## src/wmac_pkg.sv

```systemverilog
package wmac_pkg;

  // Field widths of the channels and the configuration register.
  localparam int PRICE_W  = 32;
  localparam int CHANGE_W = 33;
  localparam int PCT_W    = 48;
  localparam int WIN_W    = 8;

  // Reset value of the window length register.
  localparam logic [WIN_W-1:0] WIN_RESET = 8'd20;

  // Percent scale: 100 with 16 fractional bits.
  localparam int PCT_SCALE_W = 23;
  localparam logic [PCT_SCALE_W-1:0] PCT_SCALE = 23'd6553600;

  // Shared divider operand widths. The dividend covers the scaled change
  // and the widest window sum.
  localparam int DIV_N_W = PRICE_W + PCT_SCALE_W;
  localparam int DIV_D_W = PRICE_W;

  // Saturation limits of the percent change, as quotient magnitudes.
  localparam logic [DIV_N_W-1:0] PCT_MAX     = DIV_N_W'(64'h7FFF_FFFF_FFFF);
  localparam logic [DIV_N_W-1:0] PCT_MIN_MAG = DIV_N_W'(64'h8000_0000_0000);

endpackage

```

## src/wmac_hist.sv

```systemverilog
module wmac_hist #(
  parameter int DEPTH = 128
) (
  input  logic                              clk_i,
  input  logic                              wr_en_i,
  input  logic [$clog2(DEPTH)-1:0]          wr_addr_i,
  input  logic [wmac_pkg::PRICE_W-1:0]      wr_data_i,
  input  logic                              rd_en_i,
  input  logic [$clog2(DEPTH)-1:0]          rd_addr_i,
  output logic [wmac_pkg::PRICE_W-1:0]      rd_data_o
);

  logic [wmac_pkg::PRICE_W-1:0] mem_q [DEPTH];
  logic [wmac_pkg::PRICE_W-1:0] rd_data_q;

  // Price history: one write port and one registered read port.
  always_ff @(posedge clk_i) begin
    if (wr_en_i) begin
      mem_q[wr_addr_i] <= wr_data_i;
    end
    if (rd_en_i) begin
      rd_data_q <= mem_q[rd_addr_i];
    end
  end

  assign rd_data_o = rd_data_q;

endmodule

```

## config.mk

```make
export PLATFORM = sky130hd
export DESIGN_NAME = wmac_hist
export DESIGN_NICKNAME = d
export VERILOG_FILES = /design/src/wmac_pkg.sv /design/src/wmac_hist.sv
export SDC_FILE = /design/constraint.sdc
export NUM_CORES = 2
export LEC_CHECK = 0
export ABC_AREA = 0
export BUFFER_PORTS_ARGS = -buffer_cell sky130_fd_sc_hd__buf_4
export CELL_PAD_IN_SITES_DETAIL_PLACEMENT = 0
export CELL_PAD_IN_SITES_GLOBAL_PLACEMENT = 1
export CORE_UTILIZATION = 30
export DETAILED_ROUTE_END_ITERATION = 12
export PLACE_DENSITY = 0.53
export SYNTH_ARGS = -nofsm -noshare
export SYNTH_HDL_FRONTEND = slang
export SYNTH_SLANG_ARGS = --single-unit
```

## constraint.sdc

```tcl
create_clock -name clk_i -period 5.5 [get_ports clk_i]
set_input_delay 0.825 -clock clk_i [delete_from_list [all_inputs] [get_ports clk_i]]
set_output_delay 0.825 -clock clk_i [all_outputs]
set_load 0.03 [all_outputs]
```

==> results.yml <==
timing:
  slew_violations: 0
  hold_slack_ns: 0.269
  period_share: 0.640
  fmax_mhz: 284
  rsz0062_at_grt: "false"
  worst_pin_slew_ns: 1.47
  postLayoutSetupSlackWorst_ns: 1.98
  relSlewSlack: 0.0195
  fin_crit_ns: 3.52
  setup-violations-final: 0
  fin_tns_setup_ns: 0
  finClkSkew_ns: 0.0749
  finalHoldViolCount: 0
hold_path:
  hold_start: "wr_data_i[23]"
  min_path_cells: 1
  worstHoldEndpoint: "mem_q[92][23]"
  min_path_type: "input port to register"
clocking:
  post_cts_buffers: 0
  worstSkewPairLatency_ns: 1.00
  clk_pin_slew_ns: 0.06
  tritoncts: "built"
  ctsHoldBuffers: 0
  cts_htree_levels: 5
  cts_resized: 0
  cts-buffers-inserted: 426
  clock_path_buffers: 4
  root_buffer: "clkbuf_16"
  cts.sinks: 4128
worst_setup_path:
  cp-start-kind: "input port"
  cp.required_ns: 6.23
  path_class: "input port to register"
  worst-r2r-setup-slack_ns: 2.59
  rr_worst_depth: 4
  endpoint_kind: "register"
  cp_max_fo: 53
  arrival_ns: 4.24
  reg2reg_to: "rd_data_o[0]"
  worstReg2RegStart: "mem_q[87][0]"
route:
  wl_per_cell_microns: 34.2
  routed_wl_mm: 472
  ant_nets: 0
  drt_pre_antenna_iters: 5
  drt_iter0_markers: 8828
  num_vias: 71079
  drc: 0
  avgViaCountPerCell: 5.15
floorplanning:
  die_w_microns: 724
  initial_core_util: 0.302
  die_y_microns: 724
  die-area_sq_um: 525000
  fp-row-count: 264
  ioPinCount: 81
  fp.coreArea_sq_um: 518000
logic_synthesis:
  synth_warnings: 0
  synthCells: 5990
  ys_seq_area_frac: 0.792
  syn_avg_cell_area_sq_um: 26.1
  ys_seq_elements: 4128
  syn-num-nets: 6039
  synthDistinctLibCells: 16
  synth_area_sq_um: 157000
place:
  place.gp.congestion: 0.788
  port-buffer-count: 80
  dp_hpwl_mm: 268
  dp_slack_ns: 0.964
global_routing:
  gr-max-usage-layer: "met2"
  met2_usage: 0.303
  grt_pass1_wl_mm: 642
  grt-ovfl-total: 0
  antenna_found_initial: 72
  grt_max_degree: 97
  met3_usage: 0.0277
  track_usage: 0.178
  grt_util_met1: 0.238
  grt_pass1_vias: 73653
cells_and_area:
  nets: 6571
  fillers: 47109
  multi_input_area_sq_um: 32300
  drive_gt1_frac: 0.365
  syn_to_final_growth_pct: 16.4
  layout.area.seq_sq_um: 124000
pwr:
  power_density_nw_per_um2: 364
  p_leak_nw: 54.9
  vdd_drop_max_uv: 292
  power_mw: 66.4
status:
  status: "finished, final reports clean"
run:
  cap_violations: 0
==> cells in the mapped netlist, drive strengths merged <==
library cell,n,area share
nand4,3,0.00012
mux2,32,0.0023
nor3,9,0.00029
edfxtp,4128,0.79
nor2b,7,0.00028
clkbuf,182,0.0044
nand2,14,0.00034
mux4,1344,0.19
buf,134,0.0040
nor2,122,0.0029
nand3,12,0.00038
or3,1,0.000040
nand2b,2,0.000080
==> power by group <==
part,leakage [nW],internal [mW],switching [mW]
logic,11.3,1.32,2.30
clock network,6.46,15.6,12.3
registers,37.1,34.8,0.103
total,54.9,51.7,14.7
==> state kept, by name (all words and copies together), names as in the netlist <==
| signal | flops |
|---|---|
| mem_q | 4096 |
| rd_data_o | 32 |
==> worst max-delay path by stage <==
stage / slack [ns] / startpoint / end / cells past startpoint
floorplan: 1.44 / wr_en_i / mem_q[98][0] / 3
finish: 1.98 / rd_addr_i[0] / rd_data_o[6] / 7
global placement: 0.96 / rd_addr_i[0] / rd_data_o[6] / 7
CTS: 2.04 / rd_addr_i[0] / rd_data_o[6] / 7
detailed placement: 0.96 / rd_addr_i[0] / rd_data_o[6] / 7
global route: 1.90 / rd_addr_i[0] / rd_data_o[6] / 7
==> area by class of cell <==
| type | count | area share |
|---|---|---|
| timing repair buffer | 420 | 0.0226 |
| tap | 6916 | 0.0475 |
| sequential | 4128 | 0.680 |
| clock inverter | 241 | 0.0114 |
| multi-input combinational | 1546 | 0.177 |
| antenna | 30 | 0.000412 |
| clock buffer | 533 | 0.0611 |
==> metal layers <==
metal | wire length (microns) | up-vias | share of wire
met3 | 28900 | 530 | 0.061
met1 | 194000 | 40471 | 0.41
met5 | 122 | - | 0.00026
li1 | - | 27602 | -
met4 | 11600 | 20 | 0.025
met2 | 237000 | 2456 | 0.50
==> cells by family (layout without fill, tap and decap cells) <==
family / count (synthesis) / after routing / share of synthesized area
multiplexers: 1376 / 1376 / 0.196
AND/OR/NAND/NOR: 170 / 170 / 0.00445
buffers and inverters: 316 / 1194 / 0.00837
flip-flops: 4128 / 4128 / 0.792
other: 0 / 30 / 0
==> placed cells by master (no fill, tap or decap) <==
cell,synthesis,routed
edfxtp_1,4128,4128
mux4_2,1344,1344
clkbuf_16,0,430
buf_4,3,341
nor2_4,0,119
clkbuf_1,182,103
clkinv_1,0,94
clkinv_2,0,83
buf_12,0,74
mux2_2,32,32
diode_2,0,30
bufinv_16,0,27
clkinvlp_4,0,13
nand2_1,14,11
inv_6,0,10
nor3_2,0,9
nand3_1,12,8
nor2b_1,7,7
inv_16,0,6
clkinv_16,0,5
nand3_2,0,4
nor2_1,122,3
nand4_1,3,3
nand2_2,0,3
clkinv_8,0,3
buf_8,0,3
nand2b_1,2,2
or3_1,1,1
buf_16,0,1
buf_6,2,1
==> critical path, stage by stage <==
cell    delay [ns]
buf_16        0.30
buf_12        0.29
buf_12        0.39
mux4_2        0.56
mux4_2        0.72
mux4_2        0.63
mux2_2        0.31
==> through the flow <==
step,instance area (sq um),util,std cells
6_report,182000,0.352,13814
5_1_grt,182000,0.352,13795
4_1_cts,182000,0.352,13784
3_5_place_dp,169000,0.326,13010
3_3_place_gp,169000,0.326,13010
2_1_floorplan,157000,-,5990
(Power assumes the default switching activity.)
