===== src/wmac_pkg.sv =====
package wmac_pkg;

  // Field widths of the channels and the configuration register.
  localparam int PRICE_W  = 32;
  localparam int CHANGE_W = 33;
  localparam int PCT_W    = 48;
  localparam int WIN_W    = 8;

  // Reset value of the window length register.
  localparam logic [WIN_W-1:0] WIN_RESET = 8'd20;

  // Percent scale: 100 with 16 fractional bits.
  localparam int PCT_SCALE_W = 23;
  localparam logic [PCT_SCALE_W-1:0] PCT_SCALE = 23'd6553600;

  // Shared divider operand widths. The dividend covers the scaled change
  // and the widest window sum.
  localparam int DIV_N_W = PRICE_W + PCT_SCALE_W;
  localparam int DIV_D_W = PRICE_W;

  // Saturation limits of the percent change, as quotient magnitudes.
  localparam logic [DIV_N_W-1:0] PCT_MAX     = DIV_N_W'(64'h7FFF_FFFF_FFFF);
  localparam logic [DIV_N_W-1:0] PCT_MIN_MAG = DIV_N_W'(64'h8000_0000_0000);

endpackage


===== src/wmac_div.sv =====
module wmac_div (
  input  logic                             clk_i,
  input  logic                             rst_ni,
  input  logic                             start_i,
  input  logic [wmac_pkg::DIV_N_W-1:0]     dividend_i,
  input  logic [wmac_pkg::DIV_D_W-1:0]     divisor_i,
  output logic                             done_o,
  output logic [wmac_pkg::DIV_N_W-1:0]     quotient_o
);

  localparam int N_W   = wmac_pkg::DIV_N_W;
  localparam int D_W   = wmac_pkg::DIV_D_W;
  localparam int CNT_W = $clog2(N_W + 1);

  logic             busy_q;
  logic             done_q;
  logic [CNT_W-1:0] cnt_q;
  logic [N_W-1:0]   quo_q;
  logic [D_W-1:0]   rem_q;
  logic [D_W-1:0]   div_q;

  logic [D_W:0]     trial;
  logic [D_W:0]     diff;
  logic             fits;
  logic [D_W-1:0]   rem_d;

  // One restoring step: bring down the next dividend bit and try a subtract.
  always_comb begin
    trial = {rem_q, quo_q[N_W-1]};
    diff  = trial - {1'b0, div_q};
    fits  = trial >= {1'b0, div_q};
    rem_d = fits ? diff[D_W-1:0] : trial[D_W-1:0];
  end

  // Step counter and completion pulse.
  always_ff @(posedge clk_i or negedge rst_ni) begin
    if (!rst_ni) begin
      busy_q <= 1'b0;
      done_q <= 1'b0;
      cnt_q  <= '0;
    end else begin
      done_q <= 1'b0;
      if (start_i) begin
        busy_q <= 1'b1;
        cnt_q  <= CNT_W'(N_W);
      end else if (busy_q) begin
        cnt_q <= cnt_q - CNT_W'(1);
        if (cnt_q == CNT_W'(1)) begin
          busy_q <= 1'b0;
          done_q <= 1'b1;
        end
      end
    end
  end

  // Dividend shifts out at the top while quotient bits shift in below.
  always_ff @(posedge clk_i) begin
    if (start_i) begin
      quo_q <= dividend_i;
      rem_q <= '0;
      div_q <= divisor_i;
    end else if (busy_q) begin
      quo_q <= {quo_q[N_W-2:0], fits};
      rem_q <= rem_d;
    end
  end

  assign done_o     = done_q;
  assign quotient_o = quo_q;

endmodule


===== config.mk =====
export PLATFORM = sky130hd
export DESIGN_NAME = wmac_div
export DESIGN_NICKNAME = d
export VERILOG_FILES = /design/src/wmac_pkg.sv /design/src/wmac_div.sv
export SDC_FILE = /design/constraint.sdc
export NUM_CORES = 1
export LEC_CHECK = 0
export BUFFER_PORTS_ARGS = -buffer_cell sky130_fd_sc_hd__buf_2
export CORE_MARGIN = 2
export CORE_UTILIZATION = 45
export CTS_CLUSTER_DIAMETER = 80
export DETAILED_ROUTE_END_ITERATION = 10
export HOLD_SLACK_MARGIN = 0.02
export PLACE_DENSITY = 0.79
export SLEW_MARGIN = 20
export SYNTH_ARGS = -nofsm -noshare
export SYNTH_HDL_FRONTEND = slang
export SYNTH_SLANG_ARGS = --single-unit
export TNS_END_PERCENT = 30

===== constraint.sdc =====
create_clock -name clk_i -period 4.7 [get_ports clk_i]
set_input_delay 0.47 -clock clk_i [delete_from_list [all_inputs] [get_ports clk_i]]
set_output_delay 0.47 -clock clk_i [all_outputs]
set_load 0.05 [all_outputs]

==> results by stage, run 1 <==
Floorplanning:
- The starting density of the core is 46.0%.
- The area of the placeable core is 15,200 sq um.
- The row count is 45.
- The number of I/O pins is 146.
- The die covers 16,500 sq um.
- The width of the chip is 129 microns.
- The floorplan step set the die height to 129 microns.

Routing:
- The number of DRC violations after detailed-routing iteration 0 is 343.
- The per-cell routed wire length is 16.5 microns.
- The remaining routing DRC violations is 0.
- The first detailed-routing pass took 5 iterations.
- The final wirelength is 16.3 mm.
- The count of antenna-violating nets left after detailed routing is 0.
- The routed layout has 5,444 vias.
- Dividing the detail-routed via count by the number of cells gives 5.52.

GRT:
- The met2 layer usage reported by global route is 33.6%.
- The global-route layer with the greatest usage is met2.
- For this run, global-route usage on met3 was measured as 7.86%.
- The first global-routing pass estimated 26.0 mm of wire.
- The maximum number of pins on one net before global-route repair is 80.
- The number of antenna violations at the first check in global routing is 1.
- The total routing resource utilization after global routing is 20.2%.
- Global routing consumed, on the met1 layer, 24.3% of the routing resources.
- The total overflow left after global routing is 0.
- The via count of the first global-routing pass is 5,333.

Timing:
- The worst path needs 3.35 ns of the cycle, external delays included.
- Setup repair after global routing left no endpoint under its margin.
- In the final timing run, aggregate negative setup slack is 0 ns.
- The largest clock skew in the final design is 0.0166 ns.
- In the finished design, the share of the clock period the worst path needs comes to 71.4%.
- The number of hold-slack violations in the final timing report is 0.
- The total count of max-transition violations in the final report was 0.
- Measured against its own limit, the worst slew margin works out to 33.7%.
- At the pin with the least slew margin, the transition time is 0.993 ns.
- Static timing analysis puts the maximum clock frequency at 0.298 GHz.
- Setup violations remaining at the end of the flow were counted as 0.

Min path:
- The path class of the tightest hold or removal check is primary input to register.

Worst setup path:
- The worst setup path is launched from a register.
- The worst path required time is 5.02 ns.
- STA classifies the critical path endpoint as a register.
- The maximum fanout count along the critical path is 27.
- The depth of the worst register-to-register path is 11.
- The source of the critical timing path is div_q[10].
- The endpoint arrival time on the critical path is 3.67 ns.
- Following the worst setup path forward leads to its endpoint at rem_q[28].
- The critical path in this run is classified as register to register.
- The endpoint identified for the worst register-to-register timing path is rem_q[28].
- The startpoint identified for the worst register-to-register timing path is div_q[10].
- The setup slack on the worst flop-to-flop path is 1.35 ns.

Synth:
- The number of standard cells after synthesis is 642.
- The total of warnings raised by yosys is 0.
- The share of the synthesized area in the top cell type is 37.4%.
- The commonest cells after synthesis are 87 x edfxtp_1, 55 x mux2_2, 53 x nor2_1.
- By area the synthesized netlist is led by edfxtp_1 37%, dfxtp_1 9.2%, mux2_2 8.9%.
- The synthesized design contains 127 register bits.
- Yosys instantiated no cell more often than edfxtp_1.
- Sequential elements use 49.4% of the synthesized area.
- The proportion of synthesized flip-flops having asynchronous set or reset is 6.30%.
- The synthesized design contains 87 enable-type register cells.
- The number of nets in the synthesized netlist is 767.
- The cell taking the most area after synthesis is edfxtp_1.
- The most used flip-flop cell after synthesis is edfxtp_1.
- The area of the mapped netlist is 6990 sq um.
- The synthesized area per cell is 10.9 sq um.
- The number of distinct library cells after synthesis is 56.

Cells and area:
- The number of cells in the finished layout apart from fillers is 987.
- The multi-input combinational cells in the finished layout cover a total of 3260 sq um.
- The final layout contains 911 nets.
- The number of inserted filler cells in the final layout is 1,295.
- Relative to the synthesized area, the layout overhead comes to 21.2%.
- Across the whole layout, storage elements account for 3450 sq um.
- 0 antenna diodes ended up in the layout.
- The fraction of final layout cells with drive strength greater than 1 is 30.4%.

Outcome:
- The flow ran to the end, and the final reports show no timing, DRC or antenna violations.

Clock network:
- In this run the clock root is driven by a clkbuf_16.
- For this design, the sink count on the clock tree is 127.
- TritonCTS built the clock tree.
- The clock latency at the later pin of the worst-skew pair is 0.43 ns.
- The H-tree was split into 4 levels.
- TritonCTS created 17 clock buffers.
- The maximum count of clock buffers along a single path is 2.
- After clock tree synthesis, the clock-pin slew on the worst setup and hold paths is 0.06 ns.

Placed design:
- The weighted congestion at the end of routability-driven global placement is 0.847.
- The number of instances in the placed design is 954.
- Input and output buffers added on the ports amount to 145.
- The wire-length estimate of the detail-placed layout is 11.6 mm.

Run:
- The reported max-cap violation count is 0.

Pwr:
- The cell area power density is 558 nW/um^2.
- The power consumption is 4730 uW.
- IR analysis of the VDD net gives a maximum drop of 0.000322 V.
- The analysis attributes to cell leakage a power of 0.00366 uW.
-- cells in the final DEF, fill, tap and decap left out, drive strengths merged, types with 15 or more instances in the layout --
| master | count |
|---|---|
| xnor2 | 15 |
| dfxtp | 32 |
| o21ai | 22 |
| inv | 48 |
| mux2 | 55 |
| nor2 | 53 |
| a21oi | 32 |
| nand3 | 15 |
| a211oi | 20 |
| ha | 34 |
| edfxtp | 87 |
| buf | 150 |
| mux2i | 19 |
| nand2 | 51 |
| clkbuf | 18 |
-- through the flow --
stage / cell area [sq um] / utilization, % / hold WS [ns] / worst slack (ns)
floorplan: 6990 / - / 0.174 / 1.80
global placement: 7880 / 51.8 / 0.324 / 1.44
detailed placement: 7880 / 51.8 / 0.325 / 1.36
CTS: 8470 / 55.7 / 0.202 / 1.35
global route: 8470 / 55.7 / 0.195 / 1.11
finish: 8470 / 55.7 / 0.215 / 1.35
-- final cells by class --
type	instances	area share [%]
Multi-Input combinational cell	447	38.5
Clock buffer	18	5.07
Inverter	42	1.86
Sequential cell	127	40.8
Clock inverter	14	1.83
Timing Repair Buffer	151	9.16
Tap cell	188	2.78
-- timing repair --
| action | 4_1_cts | 5_1_grt |
|---|---|---|
| setup buffers | 0 | 0 |
| gates resized for setup | 0 | 0 |
| hold endpoints to repair | 8 | 0 |
| hold buffers | 1 | 0 |
-- worst max-delay path: stages, from the launching register on --
cell      delay (ns)
edfxtp_1        0.32
inv_1           0.04
ha_1            0.38
and3_1          0.27
nand4_1         0.13
a31oi_2         0.23
nor3_2          0.13
o41ai_4         0.44
a41o_1          0.34
buf_4           0.44
o311ai_1        0.20
a311oi_1        0.32
-- power by group --
| part | internal [uW] | leakage (uW) | switching, uW | total, uW |
|---|---|---|---|---|
| clock network | 790 | 0.000289 | 528 | 1320 |
| registers | 1400 | 0.00124 | 130 | 1530 |
| logic | 718 | 0.00213 | 1160 | 1880 |
| total | 2910 | 0.00366 | 1820 | 4730 |
-- kinds of logic after synthesis --
kind of cell | synth area share, %
AO/OA/AOI/OAI | 13.7
XOR/XNOR | 3.26
adder cells (fa/ha/maj) | 6.37
buffers and inverters | 3.92
flip-flops | 49.4
multiplexers | 11.6
AND/OR/NAND/NOR | 11.7
-- sequential cells by signal, summed over array words and instances (netlist names) --
name,flops
quotient_o,55
done_o,1
busy_q,1
rem_q,32
div_q,32
cnt_q,6
-- how the worst min path moves through the flow --
stage	start	depth (start not counted)	end	slack, ns
4_1_cts	divisor_i[30]	1	div_q[30]	0.20
3_3_place_gp	rst_ni	1	cnt_q[2]	0.32
5_1_grt	divisor_i[26]	1	div_q[26]	0.19
3_5_place_dp	rst_ni	1	cnt_q[4]	0.33
6_report	divisor_i[21]	1	div_q[21]	0.21
2_1_floorplan	rst_ni	0	busy_q	0.17
-- per-layer routing --
layer  routed length [microns]  part of all wire [%]
met4                       203                   1.2
met1                      7160                    44
met2                      7700                    47
met3                      1260                   7.7
met5                        16                 0.098
Power figures use the tool's default switching activity.
==> run 2: changes to the inputs <==
Settings changed: PLACE_DENSITY 0.79 to 0.81.
Clock period 4.7 ns to 2.8 ns, I/O delays scaled along.
==> run 2 against run 1 <==
Against the previous run: sequential share of layout area decreased by 2.8 points; sequential power rose by 70%; design area rose by 7.3%; clock-buffer cell count is 1 lower; clock power increased by 64%; hold slack worse by 0.18 ns; utilization grew 4.1 points; critical path depth is the same.
==> results by stage, run 2 (same netlist as run 1, synthesis figures left out) <==
Outcome:
- The flow ran to the end, and the final reports show no timing, DRC or antenna violations.

GRT:
- The number of antenna violations at the first check in global routing is 1 (unchanged).
- The first-pass GRT wire length is 27.5 mm (+5.7%).
- The total routing resource utilization after global routing is 21.4% (+1.2 points).
- The final global-route overflow total came to 0 (unchanged).
- The via count of the first global-routing pass is 5,637 (+5.7%).
- The maximum number of pins on one net before global-route repair was 129 (+61%).

Floorplanning:
- The starting density of the core is 46.0% (unchanged).
- The number of I/O pins was 146 (unchanged).
- The row count was 45 (unchanged).
- The area of the die is 16,500 sq um (unchanged).
- The area of the placeable core is 15,200 sq um (unchanged).
- The width of the chip is 129 microns (unchanged).
- The chip height was 129 microns (unchanged).

Routing:
- The count of antenna-violating nets left after detailed routing came to 0 (unchanged).
- The overall via count from detail_route is 5,654 (+3.9%).
- The detailed-router iteration count before antenna repair is 8 (+3).
- The per-cell routed wire length is 16.8 microns (+1.3%).
- The number of DRC violations after detailed-routing iteration 0 is 380 (+11%).
- The mean number of vias per cell is 5.48 (-0.67%).
- The final wirelength came to 17.3 mm (+6.0%).
- The remaining routing DRC violations came to 0 (unchanged).

Timing:
- The clock period minus final worst setup slack came to 2.71 ns (-0.643 ns).
- The total count of max-transition violations in the final report is 0 (unchanged).
- The slew at the pin closest to its max-slew limit came to 0.714 ns (-0.279 ns).
- Setup repair after global routing could not meet its margin everywhere.
- The final period utilization is 96.8% (+25 points).
- The highest attainable clock frequency is 0.369 GHz (+24%).
- The largest clock skew in the final design is 0.00988 ns (-0.00676 ns).
- The number of hold-slack violations in the final timing report came to 0 (unchanged).
- The final hold slack is 0.0349 ns (-0.180 ns).
- The final setup violation count came to 0 (unchanged).
- The headroom to the max-slew limit is 52.4% (+19 points).

Cells and area:
- The library cell used most frequently in the layout, excluding fill and tap cells, is buf_2.
- The flip-flop count of the largest register after layout came to 55 (unchanged).
- The fraction of final layout cells with drive strength greater than 1 came to 35.8% (+5.4 points).
- The count of nets after finishing is 956 (+4.9%).
- The final core utilization is 59.8% (+4.1 points).
- The antenna cell count is 0 (unchanged).
- The top cell types in the final layout, fill and taps aside, are 144 x buf_2, 87 x edfxtp_1, 55 x mux2_2, 52 x nor2_1, 50 x nand2_1.
- The number of cells in the finished layout apart from fillers is 1,032 (+4.6%).
- The area growth from synthesis to layout is 30.1%.

Run:
- The reported max-cap violation count came to 0 (unchanged).

Pwr:
- The maximum resistive drop on vdd came to 0.000505 V (+57%).
- The cell area power density came to 934 nW/um^2 (+67%).
- The static leakage power is 0.00389 uW (+6.4%).

Clock network:
- The number of clock sinks is 127 (unchanged).
- The maximum count of clock buffers along a single path is 2 (unchanged).
- The clock latency at the later pin of the worst-skew pair was 0.42 ns (about the same).
- The root buffer selected by CTS is clkbuf_16.
- TritonCTS built the clock tree.
- The clock-pin transition on the worst setup and hold timing paths is 0.06 ns (about the same).
- The level count of the clock H-tree is 4 (unchanged).
- The TritonCTS buffer count is 17 (unchanged).

Worst setup path:
- STA classifies the critical path endpoint as a register.
- The maximum fanout count along the critical path was 7 (-74%).
- The worst path required time was 3.07 ns (-1.95 ns).
- The type of element launching the critical path is a register.
- By startpoint and endpoint, the worst setup path is classified as register to register.
- The endpoint arrival time on the critical path came to 2.98 ns (-0.69 ns).

Placed design:
- The number of instances in the placed design was 980 (+2.7%).
- The weighted congestion at the end of routability-driven global placement is 0.895 (+5.7%).
- The post-DP HPWL was 12.2 mm (+5.0%).
- The number of input and output port buffers inserted is 145 (unchanged).

Min path:
- The type of the tightest min-delay check is primary input to register.
==> run 2: critical path: stages, from the launching register on <==
cell and delay (ns):
edfxtp_1 0.39, inv_2 0.06, ha_4 0.27, nor2b_4 0.15
o2111ai_2 0.13, a31oi_2 0.26, nor3_2 0.09, o41ai_4 0.41
a41o_4 0.35, buf_12 0.15, mux2i_2 0.21, a211oi_1 0.09
==> run 2: final cells by class <==
cell class,instances,area [sq um]
multi-input cells,447,3460
well taps,188,235
clock inverters,15,149
fillers,1258,6110
inverters,42,158
repair buffers,196,1210
clock buffers,17,425
flip-flops and latches,127,3450
==> run 2: path summary, 6_finish.rpt <==
| path | from | end | slack (ns) | depth (start not counted) |
|---|---|---|---|---|
| worst max-delay path | div_q[1] | rem_q[4] | 0.09 | 11 |
| worst min-delay path | divisor_i[13] | div_q[13] | 0.03 | 1 |
| worst max register to register | div_q[1] | rem_q[4] | 0.09 | 11 |
| worst min register to register | rem_q[13] | rem_q[13] | 0.51 | 2 |
| max in group asynchronous | rst_ni | busy_q | 2.39 | 2 |
| min in group asynchronous | rst_ni | cnt_q[4] | 0.23 | 2 |
==> run 2: routing by layer <==
metal,track usage [%],part of all wire [%],up-vias
li1,-,-,2769
met3,7.78,7.5,35
met5,0,0.075,-
met1,25.7,42,2641
met4,7.10,2.0,2
met2,35.8,48,207
==> run 2: power by group <==
part / internal [uW] / switching (uW)
clock: 1250 / 925
combinational: 1620 / 2090
sequential: 2360 / 247
==> run 2: through the flow <==
stage	TNS, ns	worst slack [ns]	cell area (sq um)	power [uW]
final	0	0.0885	9090	8490
after floorplan	0	0.0118	6990	5040
after CTS	0	0.0201	8840	8210
after global placement	0	0.0605	8100	5920
after global routing	-0.446	-0.0319	9090	8970
after detailed placement	-0.198	-0.0316	8100	5980
==> run 2: timing repair <==
action                                  in CTS  in global routing
gates cloned                                 0                  1
endpoints found under the hold margin       23                  1
buffers inserted                             0                  2
hold buffers                                16                  1
gates resized for setup                      2                 38
endpoints found under the setup margin      15                 33
pin swaps                                    0                 11
